===== src/rtl/assert_macros.svh =====
// ---------------------------------------------------------------------------
// assert_macros.svh
// concurrent assertion helpers, empty when synthesising
// ---------------------------------------------------------------------------
`ifndef ASSERT_MACROS_SVH
`define ASSERT_MACROS_SVH
`ifndef SYNTHESIS
`define ASSERT_PROP(lbl, clk, rst_n, prop) \
  lbl: assert property (@(posedge clk) disable iff (!rst_n) prop) \
    else $error("%m: property failed");
`define ASSERT_NEVER(lbl, clk, rst_n, expr) \
  lbl: assert property (@(posedge clk) disable iff (!rst_n) !(expr)) \
    else $error("%m: forbidden condition seen");
`else
`define ASSERT_PROP(lbl, clk, rst_n, prop)
`define ASSERT_NEVER(lbl, clk, rst_n, expr)
`endif
`endif


===== src/rtl/vtpg_pkg.sv =====
// ---------------------------------------------------------------------------
// vtpg_pkg
// shared types, register indexes, levels and defaults of the timing generator
// ---------------------------------------------------------------------------
package vtpg_pkg;

  localparam int CNT_W              = 16;
  localparam int PIX_TICK_W         = 8;
  localparam int CFG_IDX_W          = 3;
  localparam int CFG_DATA_W         = 16;
  localparam int BOTTOM_BLANK_LINES = 12;

  typedef logic [CFG_IDX_W-1:0] cfg_idx_t;

  localparam cfg_idx_t REG_HSYNC       = 3'd0;
  localparam cfg_idx_t REG_FRONT_PORCH = 3'd1;
  localparam cfg_idx_t REG_BACK_PORCH  = 3'd2;
  localparam cfg_idx_t REG_LINE_REST   = 3'd3;
  localparam cfg_idx_t REG_PIXEL       = 3'd4;

  localparam logic [CNT_W-1:0]      HSYNC_RST       = 16'd82;
  localparam logic [CNT_W-1:0]      FRONT_PORCH_RST = 16'd50;
  localparam logic [CNT_W-1:0]      BACK_PORCH_RST  = 16'd70;
  localparam logic [CNT_W-1:0]      LINE_REST_RST   = 16'd1166;
  localparam logic [PIX_TICK_W-1:0] PIXEL_RST       = 8'd12;

  typedef logic [1:0] level_t;

  localparam level_t LVL_ZERO  = 2'd0;
  localparam level_t LVL_BLACK = 2'd1;
  localparam level_t LVL_GRAY  = 2'd2;
  localparam level_t LVL_WHITE = 2'd3;

  typedef struct packed {
    logic [CNT_W-1:0]      hsync_ticks;
    logic [CNT_W-1:0]      front_porch_ticks;
    logic [CNT_W-1:0]      back_porch_ticks;
    logic [CNT_W-1:0]      line_rest_ticks;
    logic [PIX_TICK_W-1:0] pixel_ticks;
  } cfg_t;

  typedef struct packed {
    level_t level;
    logic   line_start;
    logic   frame_start;
  } result_t;

  function automatic level_t pattern_level(input logic [1:0] phase);
    level_t lvl;
    unique case (phase)
      2'd0:    lvl = LVL_BLACK;
      2'd1:    lvl = LVL_GRAY;
      2'd2:    lvl = LVL_BLACK;
      default: lvl = LVL_WHITE;
    endcase
    return lvl;
  endfunction

endpackage


===== src/rtl/vtpg_cfg.sv =====
// ---------------------------------------------------------------------------
// vtpg_cfg
// segment length registers, written through the plain write port
// ---------------------------------------------------------------------------
module vtpg_cfg (
  input  logic                                clk,
  input  logic                                rst_n,
  input  logic                                cfg_we,
  input  vtpg_pkg::cfg_idx_t                  cfg_index,
  input  logic [vtpg_pkg::CFG_DATA_W-1:0]     cfg_wdata,
  output vtpg_pkg::cfg_t                      cfg_o
);

  vtpg_pkg::cfg_t cfg_r;

  always_ff @(posedge clk) begin
    if (!rst_n) begin
      cfg_r.hsync_ticks       <= vtpg_pkg::HSYNC_RST;
      cfg_r.front_porch_ticks <= vtpg_pkg::FRONT_PORCH_RST;
      cfg_r.back_porch_ticks  <= vtpg_pkg::BACK_PORCH_RST;
      cfg_r.line_rest_ticks   <= vtpg_pkg::LINE_REST_RST;
      cfg_r.pixel_ticks       <= vtpg_pkg::PIXEL_RST;
    end else if (cfg_we) begin
      unique case (cfg_index)
        vtpg_pkg::REG_HSYNC:       cfg_r.hsync_ticks       <= cfg_wdata;
        vtpg_pkg::REG_FRONT_PORCH: cfg_r.front_porch_ticks <= cfg_wdata;
        vtpg_pkg::REG_BACK_PORCH:  cfg_r.back_porch_ticks  <= cfg_wdata;
        vtpg_pkg::REG_LINE_REST:   cfg_r.line_rest_ticks   <= cfg_wdata;
        vtpg_pkg::REG_PIXEL:
          cfg_r.pixel_ticks <= cfg_wdata[vtpg_pkg::PIX_TICK_W-1:0];
        default: ;
      endcase
    end
  end

  assign cfg_o = cfg_r;

endmodule


===== src/rtl/vtpg_timing.sv =====
// ---------------------------------------------------------------------------
// vtpg_timing
// segment, pixel, line and frame counters with the level of the current tick
// ---------------------------------------------------------------------------
`include "assert_macros.svh"

module vtpg_timing #(
  parameter int ACTIVE_LINES     = 242,
  parameter int PIXELS_PER_LINE  = 87,
  parameter int FRAMES_PER_SHIFT = 20,
  parameter int ROWS_PER_SHIFT   = 20,
  parameter int TOP_BLANK_LINES  = 5,
  parameter int VSYNC_LINES      = 3
) (
  input  logic              clk,
  input  logic              rst_n,
  input  logic              step_i,
  input  logic              tick_i,
  input  vtpg_pkg::cfg_t    cfg_i,
  output vtpg_pkg::result_t res_o
);

  localparam int TOTAL_LINES = ACTIVE_LINES + TOP_BLANK_LINES + VSYNC_LINES
                               + vtpg_pkg::BOTTOM_BLANK_LINES;
  localparam int LINE_W = $clog2(TOTAL_LINES + 1);
  localparam int PIX_W  = $clog2(PIXELS_PER_LINE + 1);
  localparam int RIG_W  = $clog2(ROWS_PER_SHIFT + 1);
  localparam int FRM_W  = $clog2(FRAMES_PER_SHIFT + 1);
  localparam int CNT_W  = vtpg_pkg::CNT_W;

  localparam logic [LINE_W-1:0] LINE_END = LINE_W'(TOTAL_LINES);
  localparam logic [LINE_W-1:0] ACT_END  = LINE_W'(ACTIVE_LINES);
  localparam logic [LINE_W-1:0] VS_BEG   = LINE_W'(ACTIVE_LINES + TOP_BLANK_LINES);
  localparam logic [LINE_W-1:0] VS_END   =
    LINE_W'(ACTIVE_LINES + TOP_BLANK_LINES + VSYNC_LINES);
  localparam logic [PIX_W-1:0]  PIX_END  = PIX_W'(PIXELS_PER_LINE);
  localparam logic [RIG_W-1:0]  RIG_END  = RIG_W'(ROWS_PER_SHIFT);
  localparam logic [FRM_W-1:0]  FRM_END  = FRM_W'(FRAMES_PER_SHIFT);

  typedef enum logic [2:0] {
    SEG_SYNC   = 3'd0,
    SEG_FRONT  = 3'd1,
    SEG_PIXELS = 3'd2,
    SEG_BACK   = 3'd3,
    SEG_REST   = 3'd4
  } seg_t;

  seg_t              seg_r,  seg_nxt;
  logic [CNT_W-1:0]  cnt_r,  cnt_nxt;
  logic [PIX_W-1:0]  pix_r,  pix_nxt;
  logic [LINE_W-1:0] line_r, line_nxt;
  logic [1:0]        rg_r,   rg_nxt;
  logic [RIG_W-1:0]  rig_r,  rig_nxt;
  logic [FRM_W-1:0]  frm_r,  frm_nxt;
  logic [1:0]        ofs_r,  ofs_nxt;

  logic              line_active;
  logic              line_vsync;
  logic [CNT_W-1:0]  seg_len;
  logic [CNT_W:0]    cnt_inc;
  logic [PIX_W-1:0]  pix_inc;
  logic [LINE_W-1:0] line_inc;
  logic [RIG_W-1:0]  rig_inc;
  logic [FRM_W-1:0]  frm_inc;
  logic              first;
  logic              step_en;
  logic              body_seg;
  vtpg_pkg::level_t  level;

  assign line_active = line_r < ACT_END;
  assign line_vsync  = (line_r >= VS_BEG) && (line_r < VS_END);
  assign first       = (seg_r == SEG_SYNC) && (cnt_r == '0);
  assign step_en     = step_i && tick_i;
  assign body_seg    = (seg_r == SEG_FRONT) || (seg_r == SEG_PIXELS) || (seg_r == SEG_BACK);

  // zero length acts as one tick
  always_comb begin
    unique case (seg_r)
      SEG_SYNC:   seg_len = cfg_i.hsync_ticks;
      SEG_FRONT:  seg_len = cfg_i.front_porch_ticks;
      SEG_PIXELS: seg_len = CNT_W'(cfg_i.pixel_ticks);
      SEG_BACK:   seg_len = cfg_i.back_porch_ticks;
      default:    seg_len = cfg_i.line_rest_ticks;
    endcase
    if (seg_len == '0) begin
      seg_len = CNT_W'(1);
    end
  end

  always_comb begin
    priority if (seg_r == SEG_SYNC) begin
      level = line_vsync ? vtpg_pkg::LVL_BLACK : vtpg_pkg::LVL_ZERO;
    end else if (seg_r == SEG_PIXELS) begin
      level = vtpg_pkg::pattern_level(ofs_r + rg_r + 2'(pix_r));
    end else if (seg_r == SEG_REST && line_vsync) begin
      level = vtpg_pkg::LVL_ZERO;
    end else begin
      level = vtpg_pkg::LVL_BLACK;
    end
  end

  assign res_o.level       = level;
  assign res_o.line_start  = tick_i && first;
  assign res_o.frame_start = tick_i && first && (line_r == '0);

  assign cnt_inc  = {1'b0, cnt_r} + (CNT_W+1)'(1);
  assign pix_inc  = pix_r + PIX_W'(1);
  assign line_inc = line_r + LINE_W'(1);
  assign rig_inc  = rig_r + RIG_W'(1);
  assign frm_inc  = frm_r + FRM_W'(1);

  always_comb begin
    seg_nxt  = seg_r;
    cnt_nxt  = cnt_r;
    pix_nxt  = pix_r;
    line_nxt = line_r;
    rg_nxt   = rg_r;
    rig_nxt  = rig_r;
    frm_nxt  = frm_r;
    ofs_nxt  = ofs_r;
    if (step_en) begin
      if (cnt_inc < {1'b0, seg_len}) begin
        cnt_nxt = cnt_inc[CNT_W-1:0];
      end else begin
        cnt_nxt = '0;
        unique case (seg_r)
          SEG_SYNC: begin
            seg_nxt = line_active ? SEG_FRONT : SEG_REST;
          end
          SEG_FRONT: begin
            seg_nxt = SEG_PIXELS;
            pix_nxt = '0;
          end
          SEG_PIXELS: begin
            if (pix_inc >= PIX_END) begin
              pix_nxt = '0;
              seg_nxt = SEG_BACK;
            end else begin
              pix_nxt = pix_inc;
            end
          end
          default: begin
            // end of line
            seg_nxt = SEG_SYNC;
            if (line_active) begin
              if (rig_inc >= RIG_END) begin
                rig_nxt = '0;
                rg_nxt  = rg_r + 2'd1;
              end else begin
                rig_nxt = rig_inc;
              end
            end
            if (line_inc >= LINE_END) begin
              line_nxt = '0;
              rg_nxt   = '0;
              rig_nxt  = '0;
              if (frm_inc >= FRM_END) begin
                frm_nxt = '0;
                ofs_nxt = ofs_r + 2'd1;
              end else begin
                frm_nxt = frm_inc;
              end
            end else begin
              line_nxt = line_inc;
            end
          end
        endcase
      end
    end
  end

  always_ff @(posedge clk) begin
    if (!rst_n) begin
      seg_r  <= SEG_SYNC;
      cnt_r  <= '0;
      pix_r  <= '0;
      line_r <= '0;
      rg_r   <= '0;
      rig_r  <= '0;
      frm_r  <= '0;
      ofs_r  <= '0;
    end else begin
      seg_r  <= seg_nxt;
      cnt_r  <= cnt_nxt;
      pix_r  <= pix_nxt;
      line_r <= line_nxt;
      rg_r   <= rg_nxt;
      rig_r  <= rig_nxt;
      frm_r  <= frm_nxt;
      ofs_r  <= ofs_nxt;
    end
  end

  `ASSERT_NEVER(a_pix_range, clk, rst_n, pix_r >= PIX_END)
  `ASSERT_NEVER(a_line_range, clk, rst_n, line_r >= LINE_END)
  `ASSERT_NEVER(a_porch_on_active, clk, rst_n, body_seg && !line_active)
  `ASSERT_PROP(a_hold, clk, rst_n, !step_en |=> $stable({cnt_r, seg_r, line_r}))

endmodule


===== src/rtl/vtpg_out_reg.sv =====
// ---------------------------------------------------------------------------
// vtpg_out_reg
// result register between the timing logic and the output channel
// ---------------------------------------------------------------------------
module vtpg_out_reg (
  input  logic              clk,
  input  logic              rst_n,
  input  logic              in_valid,
  output logic              in_ready,
  input  vtpg_pkg::result_t in_res,
  output logic              out_valid,
  input  logic              out_ready,
  output vtpg_pkg::result_t out_res
);

  logic              valid_r;
  vtpg_pkg::result_t res_r;

  // no transfer while in reset
  assign in_ready = rst_n && (!valid_r || out_ready);

  always_ff @(posedge clk) begin
    if (!rst_n) begin
      valid_r <= 1'b0;
    end else if (in_ready) begin
      valid_r <= in_valid;
    end
  end

  always_ff @(posedge clk) begin
    if (in_valid && in_ready) begin
      res_r <= in_res;
    end
  end

  assign out_valid = valid_r;
  assign out_res   = res_r;

endmodule


===== src/rtl/video_timing_pattern_gen_core.sv =====
// ---------------------------------------------------------------------------
// video_timing_pattern_gen_core
// ntsc-style timing and stripe pattern generator, one level per tick
// ---------------------------------------------------------------------------
// result: registered, valid in the cycle after its input transfer
// throughput: one transfer per cycle while the output is not held, set by the single result register
// held output stalls the input only while the result register is full
// reset: synchronous, active low; restores register defaults and frame start
module video_timing_pattern_gen_core #(
  parameter int ACTIVE_LINES     = 242,
  parameter int PIXELS_PER_LINE  = 87,
  parameter int FRAMES_PER_SHIFT = 20,
  parameter int ROWS_PER_SHIFT   = 20,
  parameter int TOP_BLANK_LINES  = 5,
  parameter int VSYNC_LINES      = 3
) (
  input  logic                            clk,
  input  logic                            rst_n,
  input  logic                            in_tvalid,
  output logic                            in_tready,
  input  logic [7:0]                      in_tdata,   // [0] tick_enable
  output logic                            out_tvalid,
  input  logic                            out_tready,
  output logic [7:0]                      out_tdata,  // [1:0] level, [2] line_start,
                                                      // [3] frame_start
  input  logic                            cfg_we,
  input  vtpg_pkg::cfg_idx_t              cfg_index,
  input  logic [vtpg_pkg::CFG_DATA_W-1:0] cfg_wdata
);

  vtpg_pkg::cfg_t    cfg;
  vtpg_pkg::result_t cur_res;
  vtpg_pkg::result_t out_res;
  logic              accept;

  assign accept = in_tvalid && in_tready;

  vtpg_cfg u_cfg (
    .clk       (clk),
    .rst_n     (rst_n),
    .cfg_we    (cfg_we),
    .cfg_index (cfg_index),
    .cfg_wdata (cfg_wdata),
    .cfg_o     (cfg)
  );

  vtpg_timing #(
    .ACTIVE_LINES     (ACTIVE_LINES),
    .PIXELS_PER_LINE  (PIXELS_PER_LINE),
    .FRAMES_PER_SHIFT (FRAMES_PER_SHIFT),
    .ROWS_PER_SHIFT   (ROWS_PER_SHIFT),
    .TOP_BLANK_LINES  (TOP_BLANK_LINES),
    .VSYNC_LINES      (VSYNC_LINES)
  ) u_timing (
    .clk    (clk),
    .rst_n  (rst_n),
    .step_i (accept),
    .tick_i (in_tdata[0]),
    .cfg_i  (cfg),
    .res_o  (cur_res)
  );

  vtpg_out_reg u_out_reg (
    .clk       (clk),
    .rst_n     (rst_n),
    .in_valid  (in_tvalid),
    .in_ready  (in_tready),
    .in_res    (cur_res),
    .out_valid (out_tvalid),
    .out_ready (out_tready),
    .out_res   (out_res)
  );

  assign out_tdata = {4'b0000, out_res.frame_start, out_res.line_start, out_res.level};

endmodule

===== config.mk =====
export PLATFORM = sky130hd
export DESIGN_NAME = video_timing_pattern_gen_core
export DESIGN_NICKNAME = d
export VERILOG_FILES = /design/src/rtl/vtpg_pkg.sv /design/src/rtl/vtpg_cfg.sv /design/src/rtl/vtpg_timing.sv /design/src/rtl/vtpg_out_reg.sv /design/src/rtl/video_timing_pattern_gen_core.sv
export VERILOG_INCLUDE_DIRS = /design/src /design/src/rtl
export SDC_FILE = /design/constraint.sdc
export NUM_CORES = 1
export LEC_CHECK = 0
export ABC_CLOCK_PERIOD_IN_PS = 7500
export BUFFER_PORTS_ARGS = -buffer_cell sky130_fd_sc_hd__buf_2
export CAP_MARGIN = 5
export CORE_MARGIN = 2
export CORE_UTILIZATION = 50
export DETAILED_ROUTE_END_ITERATION = 6
export GPL_ROUTABILITY_DRIVEN = 0
export HOLD_SLACK_MARGIN = 0.12
export PLACE_DENSITY = 0.68
export SYNTH_ARGS = -nofsm -noshare
export SYNTH_HDL_FRONTEND = slang
export SYNTH_SLANG_ARGS = --single-unit
export TNS_END_PERCENT = 5

===== constraint.sdc =====
create_clock -name clk -period 7.5 [get_ports clk]
set_clock_uncertainty 0.2 [all_clocks]
set_input_delay 0.375 -clock clk [delete_from_list [all_inputs] [get_ports clk]]
set_output_delay 0.375 -clock clk [all_outputs]
set_load 0.02 [all_outputs]

# Word level (Yosys, flattened, before mapping)
# Index checks and enable logic that the tools add are counted.
[word_totals]
ff_bits = 126
latchBits = 0
wordCells = 101
memories = 0
ram_bits = 0
output_inout_bits = 10
mem_bits_ro = 0
[op_classes]
add_sub_neg = 9
reduce_logical = 33
n_eq_ne = 11
n_mul = 0
div_mod_pow = 0
bitwise = 2
muxes = 21
magnitude_cmp = 8
shift = 0
[op_table]
columns = ["operator", "count"]
rows = [
  ["$pmux W16 S4", 1],
  ["$logic_not A16 Y1", 2],
  ["$mux W16", 2],
  ["$mux W5", 4],
  ["$lt A9 B8 Y1 const B", 2],
  ["$add A16 B1 Y17 const B", 1],
  ["$lt A17 B16 Y1", 1],
  ["$pmux W7 S2", 1],
  ["$eq A3 B2 Y1 const B", 4],
  ["$add A5 B1 Y5 const B", 2],
  ["$ge A5 B5 Y1 const B", 2],
  ["$mux W2", 5],
  ["$reduce_and A2 Y1", 5],
  ["$reduce_and A5 Y1", 2],
  ["$add A9 B1 Y9 const B", 1],
  ["$ge A9 B8 Y1 const B", 1],
  ["$ge A9 B9 Y1 const B", 1],
  ["$logic_not A9 Y1", 1],
  ["$mux W9", 1],
  ["$pmux W3 S3", 1],
  ["$reduce_and A3 Y1", 3],
  ["$logic_and A1 B1 Y1", 8],
  ["$reduce_and A4 Y1", 2],
  ["$add A7 B1 Y7 const B", 1],
  ["other kinds (20)", 30],
]

# Logic depth before layout (Yosys ltp)
[logic_depth]
word_depth = 7
mapped_depth = 17
depth_no_buf = 14

# Modules after synthesis
# From an unflattened synthesis, not the netlist that was laid out.
[hier_totals]
hier_cells = 882
hier_area_um2 = 7557.2
[by_module_without_submodules]
columns = ["mod", "seq_area_each_um2", "area_per_inst_um2", "instances", "cells_each"]
rows = [
  ["vtpg_timing", 980.9, 4541.9, 1, 596],
  ["vtpg_cfg", 1441.4, 2797.7, 1, 270],
  ["vtpg_out_reg", 140.1, 177.7, 1, 10],
  ["video_timing_pattern_gen_core", 0.0, 40.0, 1, 6],
]

# Worst setup path before layout
# OpenSTA, ideal clock, no wires.
[synth_timing]
path_kind = "flip-flop to flip-flop"
start = "register u_timing.seg_r[1]"
end = "register u_timing.frm_r[2]"
arrival_ps = 3524
required_ps = 7168
stages_incl_launch_ff = 17
setup_time_ps = 132
synth_period_minus_slack_ps = 3856
path_buffers = 4
path_slack_ps = 3644
cell_sequence = "dfxtp_1 buf_2 buf_2 buf_1 mux2i_1 nor2_1 a221oi_1 ha_1 a21o_1 a21o_1 a21oi_1 nor2_1 nor4_1 a21oi_1 buf_2 nand4_1 a21oi_1"
[synth_via]
elab_chain_cells = 7
[synth_rtl]
columns = ["item", "line", "rtl"]
rows = [
  ["start, declared", "vtpg_timing.sv:48", "seg_t seg_r, seg_nxt;"],
  ["start signal, assigned", "vtpg_timing.sv:183", "seg_r <= seg_nxt;"],
  ["$eq A3 B2 Y1, or another cell as far along", "-", ""],
  ["$pmux W16 S4", "vtpg_timing.sv:78", "unique case (seg_r)"],
  ["$logic_not A16 Y1", "vtpg_timing.sv:85", "if (seg_len == '0) begin"],
  ["$mux W16", "vtpg_timing.sv:85", ""],
  ["$lt A17 B16 Y1", "vtpg_timing.sv:122", "if (cnt_inc < {1'b0, seg_len}) begin"],
  ["$not A1 Y1 (no source line)", "-", ""],
  ["$reduce_and A4 Y1 (no source line) *", "-", ""],
  ["end signal, assigned", "vtpg_timing.sv:189", "frm_r <= frm_nxt;"],
  ["end, declared", "vtpg_timing.sv:54", "logic [FRM_W-1:0] frm_r, frm_nxt;"],
]
# Every way passes the cells marked *; elsewhere a longest branch is shown, timed or not.
# A chain may end at the register's enable or synchronous reset.

# Final worst setup path
[layout_timing]
start = "register u_timing.seg_r[0]"
end = "register u_timing.cnt_r[3]"
[layout_via]
elab_chain_cells = 6
[layout_rtl]
columns = ["item", "line", "rtl"]
rows = [
  ["$eq A3 B2 Y1, or another cell as far along", "-", ""],
  ["$pmux W16 S4 *", "vtpg_timing.sv:78", ""],
  ["$logic_not A16 Y1", "vtpg_timing.sv:85", ""],
  ["$mux W16 *", "vtpg_timing.sv:85", ""],
  ["$lt A17 B16 Y1 *", "vtpg_timing.sv:122", ""],
  ["$mux W16 *", "vtpg_timing.sv:122", ""],
  ["end signal, assigned", "vtpg_timing.sv:184", "cnt_r <= cnt_nxt;"],
  ["end, declared", "vtpg_timing.sv:49", "logic [CNT_W-1:0] cnt_r, cnt_nxt;"],
]
# Marked as above.

==> reports/qor.yml <==
outcome: "finished clean"
remaining_drc_errors: 0
numPortBuffers: 30
ios: 42
yosysTopAreaCell: "dfxtp_1"
p_leak_uw: 0.00290
place_hpwl_mm: 11.9
synth_ff_type: "dfxtp_1"
clk-insertion-delay-late_ps: 430
min_to: "u_cfg.cfg_o[27]$_SDFFE_PN0P_"
worst-path-max-fanout: 35
cts.repair.resized: 0
required_ps: 7640
drive_above_1_share: 0.107
dieWidth_um: 123
power.total_uw: 1580
finalMaxSlewViolations: 0
htree_levels: 4
dr.pass1.iters: 5
setup_viol_count_final: 0
startpoint_type: "flip-flop"
synth_area_leaders: "dfxtp_1, nand2_1, a21oi_1"
dr_total_vias: 6372
cp.arrival_ps: 5010
ys_types: 78
detail_route.wl_per_cell_um: 16.6
netlist_instances: 891
r2r-start: "u_timing.seg_r[0]$_SDFFE_PN0P_"
track_usage: 0.252
hold_viol: 0
reg2regPathDepth: 13
post-route-worst-setup-slack_ps: 2630
async_flop_share: 0
cts_tree: "yes"
timing.rr.end: "u_timing.cnt_r[3]$_SDFFE_PN0P_"
fmax_mhz: 205
grt_start_max_net_pins: 70
placementRows: 43
worstHoldStart: "cfg_index[0]"
finalSetupTns_ps: 0
clockBufferDepth: 2
first_iter_violations: 418
final.fill_count: 1297
start_util: 0.509
reg2reg_slack_ps: 2630
cp-end-kind: "flip-flop"
powerDensity_nw_per_um2: 199
ir_drop_mv: 0.155
post_cts_buffers: 0
grt-ovfl-total: 0
synth-warning-count: 0
cts_buffers: 17
min_path_type: "input pin to flip-flop"
grt_antenna_before_repair: 0
yosysSeqAreaShare: 0.364
vias_per_cell: 5.79
synth_seq_cells: 126
area_growth_pct: 12.9
synth_commonest_cells: "nand2_1, dfxtp_1, a21oi_1"
cts-root-buf: "clkbuf_16"
cts-hold-fix-buffers: 18
grt_first_pass_wirelength_mm: 29.5
syn_area_um2: 7040
path_clk_slew_ps: 60
nets: 967
die-area_um2: 15000
routed_wl_mm: 18.2
core_um2: 13800
period_share: 0.649
fin_crit_ps: 4870
synth_edf_count: 4
rsz0062_at_grt: "no"
synth_most_common_cell: "nand2_1"
diodes: 0
fp.dieH_um: 123
yosys.area.top_type_share: 0.347
ant_nets: 0
first_global_vias: 5789
tightestPinTransition_ps: 1170
max-slew-margin-rel: 0.221
max_cap_violations: 0
preCtsSetupSlack_ps: 2730
cts.sinks: 126
holdPathStages: 4
path_class: "flip-flop to flip-flop"
syn_area_per_cell_um2: 7.90
[sequential cells by signal, indices dropped and copies added, names as in the netlist]
signal               flops
u_timing.rig_r           5
u_timing.frm_r           5
u_timing.ofs_r           2
u_timing.seg_r           3
u_out_reg.out_res        4
u_timing.rg_r            2
u_timing.cnt_r          16
u_timing.line_r          9
u_out_reg.out_valid      1
u_cfg.cfg_o             72
u_timing.pix_r           7
[metrics by stage]
stage / hold slack, ps / cell area [um2] / utilization / std cells
3_5_place_dp: 241 / 7190 / 0.520 / 1051
6_report: 245 / 7950 / 0.575 / 1100
5_1_grt: 262 / 7950 / 0.575 / 1100
3_3_place_gp: 239 / 7190 / 0.520 / 1051
2_1_floorplan: 231 / 7050 / - / 894
4_1_cts: 219 / 7950 / 0.575 / 1100
[critical path, cell delays in order, from the launching register on]
cell     delay, ps
dfxtp_1        500
buf_4          390
mux4_2         540
mux2_2         320
inv_1           70
ha_1           230
nand4_1        120
nor3_1          60
o41a_1         380
or4_1          700
nor2_2         470
buf_4          460
nand2_4        130
o32ai_2        210
[per-layer routing]
metal  global-route usage  wire, um  vias to the layer above
li1                     -         -                     3200
met4               0.0991       340                        0
met5                    0         0                        -
met3               0.0507       860                       27
met2                0.403      8530                      157
met1                0.332      8480                     2988
[placed cells by master, fill, tap and decap left out, drive strengths merged, types with 5 or more instances in the layout]
cell type	n
xnor2	17
clkinv	7
ha	26
o21ai	36
a21o	9
a221oi	6
nand2b	9
and3	16
nand3	57
nand2	199
nor2	35
nand4	9
nand3b	5
mux2	9
dlygate4sd3	18
o22ai	6
or4	6
buf	37
o211ai	6
dfxtp	122
nor3	13
clkbuf	20
inv	19
mux2i	11
nand4b	7
nor4	6
and2	9
o31ai	14
xor2	5
a21oi	100
a2bb2oi	5
[layout make-up]
class	count	area, um2	share of cell area
multi-input cells	689	4130	0.520
flip-flops and latches	126	2560	0.322
clock buffers	20	457	0.0575
repair buffers	55	383	0.0482
well taps	180	225	0.0283
clock inverters	11	118	0.0148
inverters	19	71.3	0.00897
[kinds of logic (layout without fill, tap and decap cells)]
kind of cell             after synthesis  count (layout)  share of synthesized area
buffers and inverters                 79             105                     0.0510
other                                  1               4                   0.000533
adder cells (fa/ha/maj)               27              27                     0.0490
multiplexers                          24              24                     0.0428
AND/OR/NAND/NOR                      393             393                      0.264
flip-flops                           126             126                      0.364
AO/OA/AOI/OAI                        219             219                      0.201
XOR/XNOR                              22              22                     0.0274
[report_power, final]
part,total [uW],leakage [uW],internal (uW),switching (uW)
combinational,79.6,0.00160,29.0,50.6
clock,810,0.000281,501,309
sequential,690,0.00102,684,6.20
total,1580,0.00290,1210,366
[worst max-delay path by stage]
| stage | start | end | slack [ps] |
|---|---|---|---|
| after floorplan | u_timing.seg_r[1]$_SDFFE_PN0P_ | u_timing.frm_r[2]$_SDFFE_PN0P_ | 3640 |
| after global placement | u_timing.seg_r[1]$_SDFFE_PN0P_ | u_timing.cnt_r[6]$_SDFFE_PN0P_ | 2740 |
| after detailed placement | u_timing.seg_r[0]$_SDFFE_PN0P_ | u_timing.cnt_r[3]$_SDFFE_PN0P_ | 2730 |
| after CTS | u_timing.seg_r[0]$_SDFFE_PN0P_ | u_timing.cnt_r[3]$_SDFFE_PN0P_ | 2680 |
| after global routing | u_timing.seg_r[2]$_SDFFE_PN0P_ | u_timing.seg_r[0]$_SDFFE_PN0P_ | 2400 |
| final | u_timing.seg_r[0]$_SDFFE_PN0P_ | u_timing.cnt_r[3]$_SDFFE_PN0P_ | 2630 |
Power figures use the tool's default switching activity.
